--- src/rtl/directory_coherence_controller_macros.svh ---
// Assertion macros for the directory coherence controller.
// Used by the controller and the top level; no dependencies.
`ifndef DIRECTORY_COHERENCE_CONTROLLER_MACROS_SVH
`define DIRECTORY_COHERENCE_CONTROLLER_MACROS_SVH

// Implication checked on every clock edge outside reset.
`define DCC_ASSERT_IMPL(label, clk, rst_n, a, c, msg) \
  label: assert property (@(posedge clk) disable iff (!rst_n) (a) |-> (c)) \
    else $error(msg);

// Next-cycle implication checked outside reset.
`define DCC_ASSERT_NEXT(label, clk, rst_n, a, c, msg) \
  label: assert property (@(posedge clk) disable iff (!rst_n) (a) |=> (c)) \
    else $error(msg);

`endif

--- src/rtl/dcc_pkg.sv ---
// Package for the directory coherence controller: sizes, codes, payload types
// and the command and status structs between controller and datapath.
`default_nettype none
package dcc_pkg;
  localparam int unsigned NODES = 16;
  localparam int unsigned BLOCKS = 1024;
  localparam int unsigned NODE_W = 4;
  localparam int unsigned BLK_W = 10;
  localparam int unsigned CNT_W = 5;

  localparam logic [2:0] ST_UN = 3'd0;
  localparam logic [2:0] ST_SH = 3'd1;
  localparam logic [2:0] ST_DI = 3'd2;
  localparam logic [2:0] ST_TOSH = 3'd3;
  localparam logic [2:0] ST_TODI = 3'd4;

  localparam logic [3:0] MT_RD_MISS = 4'd0;
  localparam logic [3:0] MT_WR_MISS = 4'd1;
  localparam logic [3:0] MT_WR_SHARED = 4'd2;
  localparam logic [3:0] MT_EVICT_SH = 4'd3;
  localparam logic [3:0] MT_EVICT_DI = 4'd4;
  localparam logic [3:0] MT_ACK_RMD = 4'd5;
  localparam logic [3:0] MT_ACK_WMD = 4'd6;
  localparam logic [3:0] MT_ACK_WMS = 4'd7;
  localparam logic [3:0] MT_ACK_WSN = 4'd8;

  localparam logic [3:0] RP_RD_ACK = 4'd0;
  localparam logic [3:0] RP_WR_ACK = 4'd1;
  localparam logic [3:0] RP_WR_SHDATA = 4'd2;
  localparam logic [3:0] RP_WS_ONLY = 4'd3;
  localparam logic [3:0] RP_EV_SH = 4'd4;
  localparam logic [3:0] RP_EV_DI = 4'd5;
  localparam logic [3:0] RP_WMS_AGG = 4'd6;
  localparam logic [3:0] RP_WSN_AGG = 4'd7;
  localparam logic [3:0] RP_AG_RMD = 4'd8;
  localparam logic [3:0] RP_AG_WMD = 4'd9;
  localparam logic [3:0] RP_AG_WMS = 4'd10;
  localparam logic [3:0] RP_AG_WSN = 4'd11;
  localparam logic [3:0] RP_BM_FAIL = 4'd12;
  localparam logic [3:0] RP_ST_FAIL = 4'd13;

  typedef struct packed {
    logic        kind;
    logic [3:0]  msg_type;
    logic [9:0]  block_index;
    logic [31:0] block_address;
    logic [3:0]  requester_node;
    logic [31:0] requester_line_address;
    logic [3:0]  agent_node;
  } in_item_t;

  typedef struct packed {
    logic [3:0]  reply_type;
    logic [3:0]  dest_node;
    logic [3:0]  owner_node;
    logic [31:0] owner_line_address;
    logic [31:0] out_block_address;
    logic [3:0]  out_requester_node;
    logic [31:0] out_requester_address;
    logic [15:0] sharers;
    logic        last;
  } out_item_t;

  // Controller to datapath.
  typedef struct packed {
    logic              rd_entry;   // read entry fields of the block
    logic              wr_entry;   // write decided entry fields
    logic              wr_line;    // write requester line address
    logic              rd_line;    // read line address of rd_node
    logic [NODE_W-1:0] rd_node;
  } dp_cmd_t;

  // Datapath to controller.
  typedef struct packed {
    logic [2:0]        st;
    logic [CNT_W-1:0]  cnt;
    logic [NODES-1:0]  bm;
    logic [31:0]       baddr;
    logic [31:0]       laddr;
  } dp_stat_t;
endpackage
`default_nettype wire

--- src/rtl/dcc_controller.sv ---
// Directory controller state machine: decides each message, drives the
// datapath and sequences result transfers. Depends on dcc_pkg and the macros.
`default_nettype none
`include "directory_coherence_controller_macros.svh"
module dcc_controller (
  input  wire logic                 clk_i,
  input  wire logic                 rst_ni,
  input  wire logic                 in_valid_i,
  output logic                      in_ready_o,
  input  wire dcc_pkg::in_item_t    in_data_i,
  output logic                      out_valid_o,
  input  wire logic                 out_ready_i,
  output dcc_pkg::out_item_t        out_data_o,
  output dcc_pkg::dp_cmd_t          cmd_o,
  output logic [9:0]                blk_o,
  output logic [3:0]                req_o,
  output logic [31:0]               raddr_o,
  output logic [2:0]                wst_o,
  output logic [4:0]                wcnt_o,
  output logic [15:0]               wbm_o,
  output logic                      wbaddr_en_o,
  input  wire dcc_pkg::dp_stat_t    stat_i
);
  typedef enum logic [2:0] {
    S_IDLE, S_DECIDE, S_OWNER, S_SEND, S_FAN_RD, S_FAN_SEND
  } state_e;

  state_e            state_q;
  dcc_pkg::in_item_t it_q;
  logic [15:0]       fan_q;      // remaining fan-out targets
  logic [3:0]        fan_type_q;
  logic [3:0]        node_q;
  logic              more_q;     // fan-out follows the pending reply

  logic [15:0] bm;
  logic        hreq;
  logic [3:0]  own;
  logic [15:0] req_oh, ag_oh;
  logic [4:0]  cinc, cdec;
  logic        emit, fan, owner_msg, wline;
  logic [3:0]  rtype;
  logic [2:0]  ns;
  logic [4:0]  nc;
  logic [15:0] nbm, fan_bm;
  logic [3:0]  top_fan;

  // Decision logic on the freshly read entry.
  always_comb begin
    bm = stat_i.bm;
    req_oh = 16'(1) << it_q.requester_node;
    ag_oh = 16'(1) << it_q.agent_node;
    hreq = bm[it_q.requester_node];
    own = '0;
    for (int i = 0; i < dcc_pkg::NODES; i++) begin
      if (bm[i]) own = 4'(i);
    end
    cinc = (stat_i.cnt >= 5'(dcc_pkg::NODES)) ? 5'(dcc_pkg::NODES) : stat_i.cnt + 5'd1;
    cdec = (stat_i.cnt == 5'd0) ? 5'd0 : stat_i.cnt - 5'd1;
    emit = 1'b0; fan = 1'b0; owner_msg = 1'b0; wline = 1'b0;
    rtype = dcc_pkg::RP_ST_FAIL;
    ns = stat_i.st; nc = stat_i.cnt; nbm = bm; fan_bm = bm;
    case (it_q.msg_type)
      dcc_pkg::MT_RD_MISS: begin
        emit = 1'b1;
        if ((stat_i.st == dcc_pkg::ST_UN) || (stat_i.st == dcc_pkg::ST_SH)) begin
          if (hreq) rtype = dcc_pkg::RP_BM_FAIL;
          else begin
            ns = dcc_pkg::ST_SH; nc = cinc; nbm = bm | req_oh; wline = 1'b1;
            rtype = dcc_pkg::RP_RD_ACK;
          end
        end else if (stat_i.st == dcc_pkg::ST_DI) begin
          if (hreq) rtype = dcc_pkg::RP_BM_FAIL;
          else begin
            ns = dcc_pkg::ST_TOSH; wline = 1'b1; owner_msg = 1'b1;
            rtype = dcc_pkg::RP_AG_RMD;
          end
        end
      end
      dcc_pkg::MT_WR_MISS: begin
        emit = 1'b1;
        if (stat_i.st == dcc_pkg::ST_UN) begin
          if (hreq) rtype = dcc_pkg::RP_BM_FAIL;
          else begin
            ns = dcc_pkg::ST_DI; nc = 5'd1; nbm = bm | req_oh; wline = 1'b1;
            rtype = dcc_pkg::RP_WR_ACK;
          end
        end else if (stat_i.st == dcc_pkg::ST_SH) begin
          if (hreq) rtype = dcc_pkg::RP_BM_FAIL;
          else begin
            ns = dcc_pkg::ST_TODI; wline = 1'b1; fan = 1'b1;
            rtype = dcc_pkg::RP_WR_SHDATA;
          end
        end else if (stat_i.st == dcc_pkg::ST_DI) begin
          if (hreq) rtype = dcc_pkg::RP_BM_FAIL;
          else begin
            ns = dcc_pkg::ST_TODI; wline = 1'b1; owner_msg = 1'b1;
            rtype = dcc_pkg::RP_AG_WMD;
          end
        end
      end
      dcc_pkg::MT_WR_SHARED: begin
        if (stat_i.st != dcc_pkg::ST_SH) emit = 1'b1;
        else if (!hreq) begin
          emit = 1'b1; rtype = dcc_pkg::RP_BM_FAIL;
        end else if (stat_i.cnt > 5'd1) begin
          ns = dcc_pkg::ST_TODI; fan = 1'b1; fan_bm = bm & ~req_oh;
        end else begin
          emit = 1'b1; ns = dcc_pkg::ST_DI; nc = 5'd1; nbm = bm | req_oh;
          rtype = dcc_pkg::RP_WS_ONLY;
        end
      end
      dcc_pkg::MT_EVICT_SH: begin
        emit = 1'b1;
        if (stat_i.st == dcc_pkg::ST_SH) begin
          if (!hreq) rtype = dcc_pkg::RP_BM_FAIL;
          else begin
            ns = (stat_i.cnt == 5'd1) ? dcc_pkg::ST_UN : dcc_pkg::ST_SH;
            nbm = bm & ~req_oh; nc = cdec; rtype = dcc_pkg::RP_EV_SH;
          end
        end
      end
      dcc_pkg::MT_EVICT_DI: begin
        emit = 1'b1;
        if (stat_i.st == dcc_pkg::ST_DI) begin
          if (!hreq) rtype = dcc_pkg::RP_BM_FAIL;
          else begin
            ns = dcc_pkg::ST_UN; nbm = bm & ~req_oh; nc = cdec;
            rtype = dcc_pkg::RP_EV_DI;
          end
        end
      end
      dcc_pkg::MT_ACK_RMD: begin
        if (stat_i.st == dcc_pkg::ST_TOSH) begin
          ns = dcc_pkg::ST_SH; nbm = bm | req_oh; nc = cinc;
        end
      end
      dcc_pkg::MT_ACK_WMD: begin
        if (stat_i.st == dcc_pkg::ST_TODI) begin
          ns = dcc_pkg::ST_DI; nbm = (bm | req_oh) & ~ag_oh; nc = 5'd1;
        end
      end
      dcc_pkg::MT_ACK_WMS: begin
        if (stat_i.st == dcc_pkg::ST_TODI) begin
          nbm = (bm | req_oh) & ~ag_oh;
          if (stat_i.cnt == 5'd1) begin
            ns = dcc_pkg::ST_DI; emit = 1'b1; rtype = dcc_pkg::RP_WMS_AGG;
          end else nc = cdec;
        end
      end
      dcc_pkg::MT_ACK_WSN: begin
        if (stat_i.st == dcc_pkg::ST_TODI) begin
          nbm = (bm | req_oh) & ~ag_oh;
          if (stat_i.cnt == 5'd2) begin
            ns = dcc_pkg::ST_DI; nc = 5'd1; emit = 1'b1; rtype = dcc_pkg::RP_WSN_AGG;
          end else nc = cdec;
        end
      end
      default: begin
      end
    endcase
  end

  // Highest remaining fan-out target.
  always_comb begin
    top_fan = '0;
    for (int i = 0; i < dcc_pkg::NODES; i++) begin
      if (fan_q[i]) top_fan = 4'(i);
    end
  end

  assign in_ready_o = (state_q == S_IDLE);
  assign blk_o = it_q.block_index;
  assign req_o = it_q.requester_node;
  assign raddr_o = it_q.requester_line_address;
  assign wbaddr_en_o = (state_q == S_IDLE);

  // Datapath commands and write data. An owner request reads the owner line
  // address in the decide state and writes the requester line address in the owner state.
  always_comb begin
    cmd_o = '0;
    wst_o = ns; wcnt_o = nc; wbm_o = nbm;
    case (state_q)
      S_IDLE: begin
        wst_o = dcc_pkg::ST_UN; wcnt_o = '0; wbm_o = '0;
      end
      S_DECIDE: begin
        cmd_o.wr_entry = 1'b1;
        cmd_o.wr_line = wline && !owner_msg;
        cmd_o.rd_line = owner_msg;
        cmd_o.rd_node = own;
      end
      S_OWNER: begin
        cmd_o.wr_line = 1'b1;
      end
      S_FAN_RD: begin
        cmd_o.rd_line = 1'b1;
        cmd_o.rd_node = top_fan;
      end
      default: begin
      end
    endcase
  end

  // Main sequencer with registered result.
  always_ff @(posedge clk_i or negedge rst_ni) begin
    if (!rst_ni) begin
      state_q <= S_IDLE;
      out_valid_o <= 1'b0;
      out_data_o <= '0;
      it_q <= '0;
      fan_q <= '0;
      fan_type_q <= '0;
      node_q <= '0;
      more_q <= 1'b0;
    end else begin
      case (state_q)
        S_IDLE: begin
          if (in_valid_i) begin
            it_q <= in_data_i;
            state_q <= S_IDLE;
          end
          if (in_valid_i && in_data_i.kind) state_q <= S_DECIDE;
        end
        S_DECIDE: begin
          fan_type_q <= (it_q.msg_type == dcc_pkg::MT_WR_SHARED) ?
                        dcc_pkg::RP_AG_WSN : dcc_pkg::RP_AG_WMS;
          fan_q <= fan ? fan_bm : '0;
          more_q <= fan && (fan_bm != '0);
          out_data_o.reply_type <= rtype;
          out_data_o.dest_node <= owner_msg ? own : it_q.requester_node;
          out_data_o.owner_node <= owner_msg ? own : 4'd0;
          out_data_o.owner_line_address <= '0;
          out_data_o.out_block_address <= stat_i.baddr;
          out_data_o.out_requester_node <= it_q.requester_node;
          out_data_o.out_requester_address <= it_q.requester_line_address;
          out_data_o.sharers <= bm;
          out_data_o.last <= !(fan && (fan_bm != '0));
          if (owner_msg) state_q <= S_OWNER;
          else if (emit) begin
            out_valid_o <= 1'b1;
            state_q <= S_SEND;
          end else if (fan && (fan_bm != '0)) state_q <= S_FAN_RD;
          else state_q <= S_IDLE;
          node_q <= own;
        end
        S_OWNER: begin
          out_data_o.owner_line_address <= stat_i.laddr;
          out_valid_o <= 1'b1;
          state_q <= S_SEND;
        end
        S_SEND: begin
          if (out_ready_i) begin
            out_valid_o <= 1'b0;
            state_q <= more_q ? S_FAN_RD : S_IDLE;
          end
          if (more_q) node_q <= top_fan;
        end
        S_FAN_RD: begin
          node_q <= top_fan;
          fan_q[top_fan] <= 1'b0;
          state_q <= S_FAN_SEND;
          out_valid_o <= 1'b0;
        end
        S_FAN_SEND: begin
          if (!out_valid_o) begin
            out_data_o.reply_type <= fan_type_q;
            out_data_o.dest_node <= node_q;
            out_data_o.owner_node <= node_q;
            out_data_o.owner_line_address <= stat_i.laddr;
            out_data_o.last <= (fan_q == '0);
            out_valid_o <= 1'b1;
          end else if (out_ready_i) begin
            out_valid_o <= 1'b0;
            state_q <= (fan_q == '0) ? S_IDLE : S_FAN_RD;
          end
        end
        default: state_q <= S_IDLE;
      endcase
    end
  end

  `DCC_ASSERT_IMPL(a_ready_idle, clk_i, rst_ni, out_valid_o, !in_ready_o, "ready during result")
  `DCC_ASSERT_NEXT(a_fan_shrinks, clk_i, rst_ni, state_q == S_FAN_RD, fan_q != $past(fan_q) || fan_q == '0, "fan set did not shrink")
  `DCC_ASSERT_IMPL(a_last_fan, clk_i, rst_ni, out_valid_o && state_q == S_FAN_SEND && out_data_o.last, fan_q == '0, "last with targets left")
endmodule
`default_nettype wire

--- config.mk ---
export PLATFORM = sky130hd
export DESIGN_NAME = dcc_controller
export DESIGN_NICKNAME = d
export VERILOG_FILES = /design/src/rtl/dcc_pkg.sv /design/src/rtl/dcc_controller.sv
export VERILOG_INCLUDE_DIRS = /design/src /design/src/rtl
export SDC_FILE = /design/constraint.sdc
export NUM_CORES = 1
export LEC_CHECK = 0
export BUFFER_PORTS_ARGS = -buffer_cell sky130_fd_sc_hd__buf_2
export CAP_MARGIN = 20
export CORE_MARGIN = 1.5
export CORE_UTILIZATION = 45
export DETAILED_ROUTE_END_ITERATION = 7
export PLACE_DENSITY_LB_ADDON = 0.2
export SLEW_MARGIN = 30
export SYNTH_ARGS = -nofsm -noshare
export SYNTH_HDL_FRONTEND = slang
export SYNTH_SLANG_ARGS = --single-unit
--- constraint.sdc ---
create_clock -name clk_i -period 8.87 [get_ports clk_i]
set_input_delay 1.774 -clock clk_i [delete_from_list [all_inputs] [get_ports clk_i]]
set_output_delay 1.774 -clock clk_i [all_outputs]
set_load 0.01 [all_outputs]
==> metrics.md <==
| Metric | Value |
|---|---|
| Status | `completed` |
| Die area | `26,970 sq um` |
| Final slew viol count | `0` |
| Initial Util | `46.18%` |
| First-pass GRT wire length | `60,570 um` |
| Clock buffer depth | `3` |
| Row count | `58` |
| Fillers | `2,364` |
| Post-DRT Antenna Nets | `0` |
| Crit Path Class | `input pin to output pin` |
| Post-CTS setup buffers | `0` |
| CTS-repair resized insts | `0` |
| CP startpoint kind | `input pin` |
| Sequential power share | `31.2%` |
| Die height | `164.2 um` |
| DRT Wirelength | `39,760 um` |
| WL per Instance | `20.35 um` |
| #FFs+latches synth | `210` |
| Most used flip-flop cell after synthesis | `dfrtp_1` |
| Synth area leaders | `dfrtp_1 (45%), nand2_1 (11%), mux2_2 (5.2%), buf_4 (3.2%), o21ai_0 (3.0%)` |
| Async set-reset flop share out of synthesis | `100.0%` |
| Synth warn | `0` |
| Area grow syn2layout | `20.42%` |
| Die width | `164.2 um` |
| Worst Hold Class | `flop to flop` |
| Max IR drop VDD | `0.0002553 V` |
| Worst reg2reg path depth | `7` |
| Synth top area share | `44.93%` |
| PwrDens | `396.2 nW/um^2` |
| Critical Path RT | `7.10 ns` |
| Clk pin slew, worst setup/hold paths | `0.07 ns` |
| Share of post-route cells with drive strength above 1 | `30.33%` |
| Total internal power | `0.003022 W` |
| TritonCTS buffer count | `24` |
| Skew-Pair Late Insertion Delay | `0.54 ns` |
| Post-DP HPWL | `28,490 um` |
| Crit path time final | `6.584 ns` |
| Post-Syn Area | `11,700 sq um` |
| Final net count | `1,789` |
| Seq/Total Area, Yosys | `44.93%` |
| Worst rel slew slack | `36.50%` |
| DRC | `0` |
| Clock power share | `17.7%` |
| # Max-Cap Violations | `0` |
| Slew @ Worst Pin | `0.9525 ns` |
| GP Congestion | `0.9475` |
| Worst EP arrival | `4.81 ns` |
| Drt via density | `5.763` |
| Core Box Area | `25,330 sq um` |
| Initial antenna violation count | `3` |
| Synth cell types | `88` |
| Total track usage | `28.74%` |
| Clock Skew | `0.03083 ns` |
| DR iter-0 viols | `1,098` |
| Gr ovfl total | `0` |
| P_leak | `6.836 nW` |
| Via count | `11,260` |
| IO Port Bufs | `355` |
| Largest net degree at the start of global routing | `105` |
| Worst Hold Path Cells | `1` |
| Final TNS setup | `0 ns` |
| Syn_nets | `1,531` |
| Sw frac | `45.84%` |
| Period Utilization, post-route | `74.23%` |
| Syn avg cell area | `8.683 sq um` |
| CTS Hold Buffers Added | `0` |
| Clk root buf | `clkbuf_16` |
| # setup viols final | `0` |
| Synth top cells by count | `nand2_1 (329), dfrtp_1 (210), nor2_1 (91), o21ai_0 (71), a21oi_1 (68)` |
| Top cell type by total area after synthesis | `dfrtp_1` |
| Setup crit end kind | `output pin` |
| Highest clock rate | `0.1519 GHz` |
| Final hold violations | `0` |
| Clock tree from TritonCTS | `built` |
| H-tree Lvls | `1` |
| RSZ-0062 raised after global routing | `no` |
| Vias in the first global route | `10,590` |
| Post-Syn Instances | `1,347` |
| Io pins | `389` |
| CTS sink count | `210` |
| Logic pwr share | `51.0%` |
| Crit Path Max Fanout | `12` |
| Top-count cell post-synth | `nand2_1` |
| Post-synth EDFFs | `0` |
| Sw power | `0.002558 W` |
| Pre-Repair DR Iteration Count | `5` |
| Hold Slack | `0.4631 ns` |
power by group through the flow:
stage / Clock (W) / Combinational, W / Sequential, W
floorplan: 0 / 0.00185 / 0.00178
global placement: 0 / 0.00279 / 0.00173
detailed placement: 0 / 0.00282 / 0.00175
CTS: 0.00101 / 0.00284 / 0.00174
global route: 0.00104 / 0.00312 / 0.00181
finish: 0.000988 / 0.00285 / 0.00174
final cells by class:
class | count | area, sq um | share of cell area (%)
tap | 330 | 412.9 | 2.932
clock buffer | 32 | 670.6 | 4.761
clock inverter | 11 | 118.9 | 0.8439
sequential | 210 | 5255 | 37.31
inverter | 19 | 72.57 | 0.5152
multi-input combinational | 981 | 5654 | 40.14
timing repair buffer | 369 | 1896 | 13.46
antenna | 2 | 5.005 | 0.03553
state kept, by name, indices dropped and copies added, names as in the netlist:
signal       flops
blk_o           10
fan_q           16
fan_type_q       2
it_q             8
more_q           1
node_q           4
out_data_o     129
out_valid_o      1
raddr_o         32
req_o            4
state_q          3
critical path: stages:
cell      delay [ns]
buf_2           0.14
inv_1           0.14
o211ai_1        0.50
and4b_1         0.50
nor2_2          0.20
o41ai_4         0.66
buf_4           0.31
o21ai_1         0.09
a31oi_1         0.27
buf_2           0.21
worst paths after layout:
check,startpoint,endpoint,slack [ns]
worst min-delay path,fan_type_q[1]$_DFFE_PN0P_,fan_type_q[1]$_DFFE_PN0P_,0.46
min in group asynchronous,rst_ni,out_data_o[127]$_DFFE_PN0P_,1.31
max in group asynchronous,rst_ni,out_data_o[44]$_DFFE_PN0P_,6.19
worst min register to register,fan_type_q[1]$_DFFE_PN0P_,fan_type_q[1]$_DFFE_PN0P_,0.46
worst max register to register,it_q[85]$_DFFE_PN0P_,out_data_o[0]$_DFFE_PN0P_,5.21
worst max-delay path,stat_i[69],wbm_o[9],2.29
cells in the final DEF (no fill, tap or decap), types with 21 or more instances in the layout:
| cell type | count |
|---|---|
| nor2_1 | 90 |
| clkbuf_16 | 24 |
| o21ai_0 | 71 |
| a31oi_1 | 21 |
| mux2_2 | 54 |
| o21ai_1 | 25 |
| nand3_1 | 23 |
| dfrtp_1 | 210 |
| nor3_1 | 21 |
| buf_2 | 354 |
| a22o_1 | 34 |
| nand2_1 | 327 |
| o31ai_1 | 23 |
| a21oi_1 | 67 |
routing by layer:
layer	track usage (%)	share of wire [%]	vias up
met5	0	0.023	-
met4	10.25	3.0	2
met3	6.667	8.9	77
met2	44.42	46	562
met1	39.39	42	5378
li1	-	-	5241
logic make-up (layout without fill, tap and decap cells):
family / count (synthesis) / after routing / share of synthesized area (%)
xor gates and xnor gates: 3 / 3 / 0.2247
muxes: 63 / 63 / 5.969
AOI/OAI and AO/OA: 351 / 351 / 20.12
other: 1 / 3 / 0.03206
adders and majority gates: 5 / 5 / 0.5349
buffers and inverters: 156 / 431 / 6.953
DFF: 210 / 210 / 44.93
and+or+nand+nor: 558 / 558 / 21.23
metrics by stage:
| step | setup slack (ns) | util (%) | power [W] | cell area [sq um] | instances |
|---|---|---|---|---|---|
| 2_1_floorplan | 3.276 | - | 0.003627 | 11700 | 1347 |
| 3_3_place_gp | 2.150 | 52.40 | 0.004525 | 13270 | 1908 |
| 3_5_place_dp | 2.399 | 52.44 | 0.004570 | 13280 | 1909 |
| 4_1_cts | 2.391 | 55.55 | 0.005586 | 14070 | 1952 |
| 5_1_grt | 2.117 | 55.61 | 0.005971 | 14080 | 1954 |
| 6_report | 2.286 | 55.61 | 0.005581 | 14080 | 1954 |
Note: power is estimated with default switching activity, not from simulation.
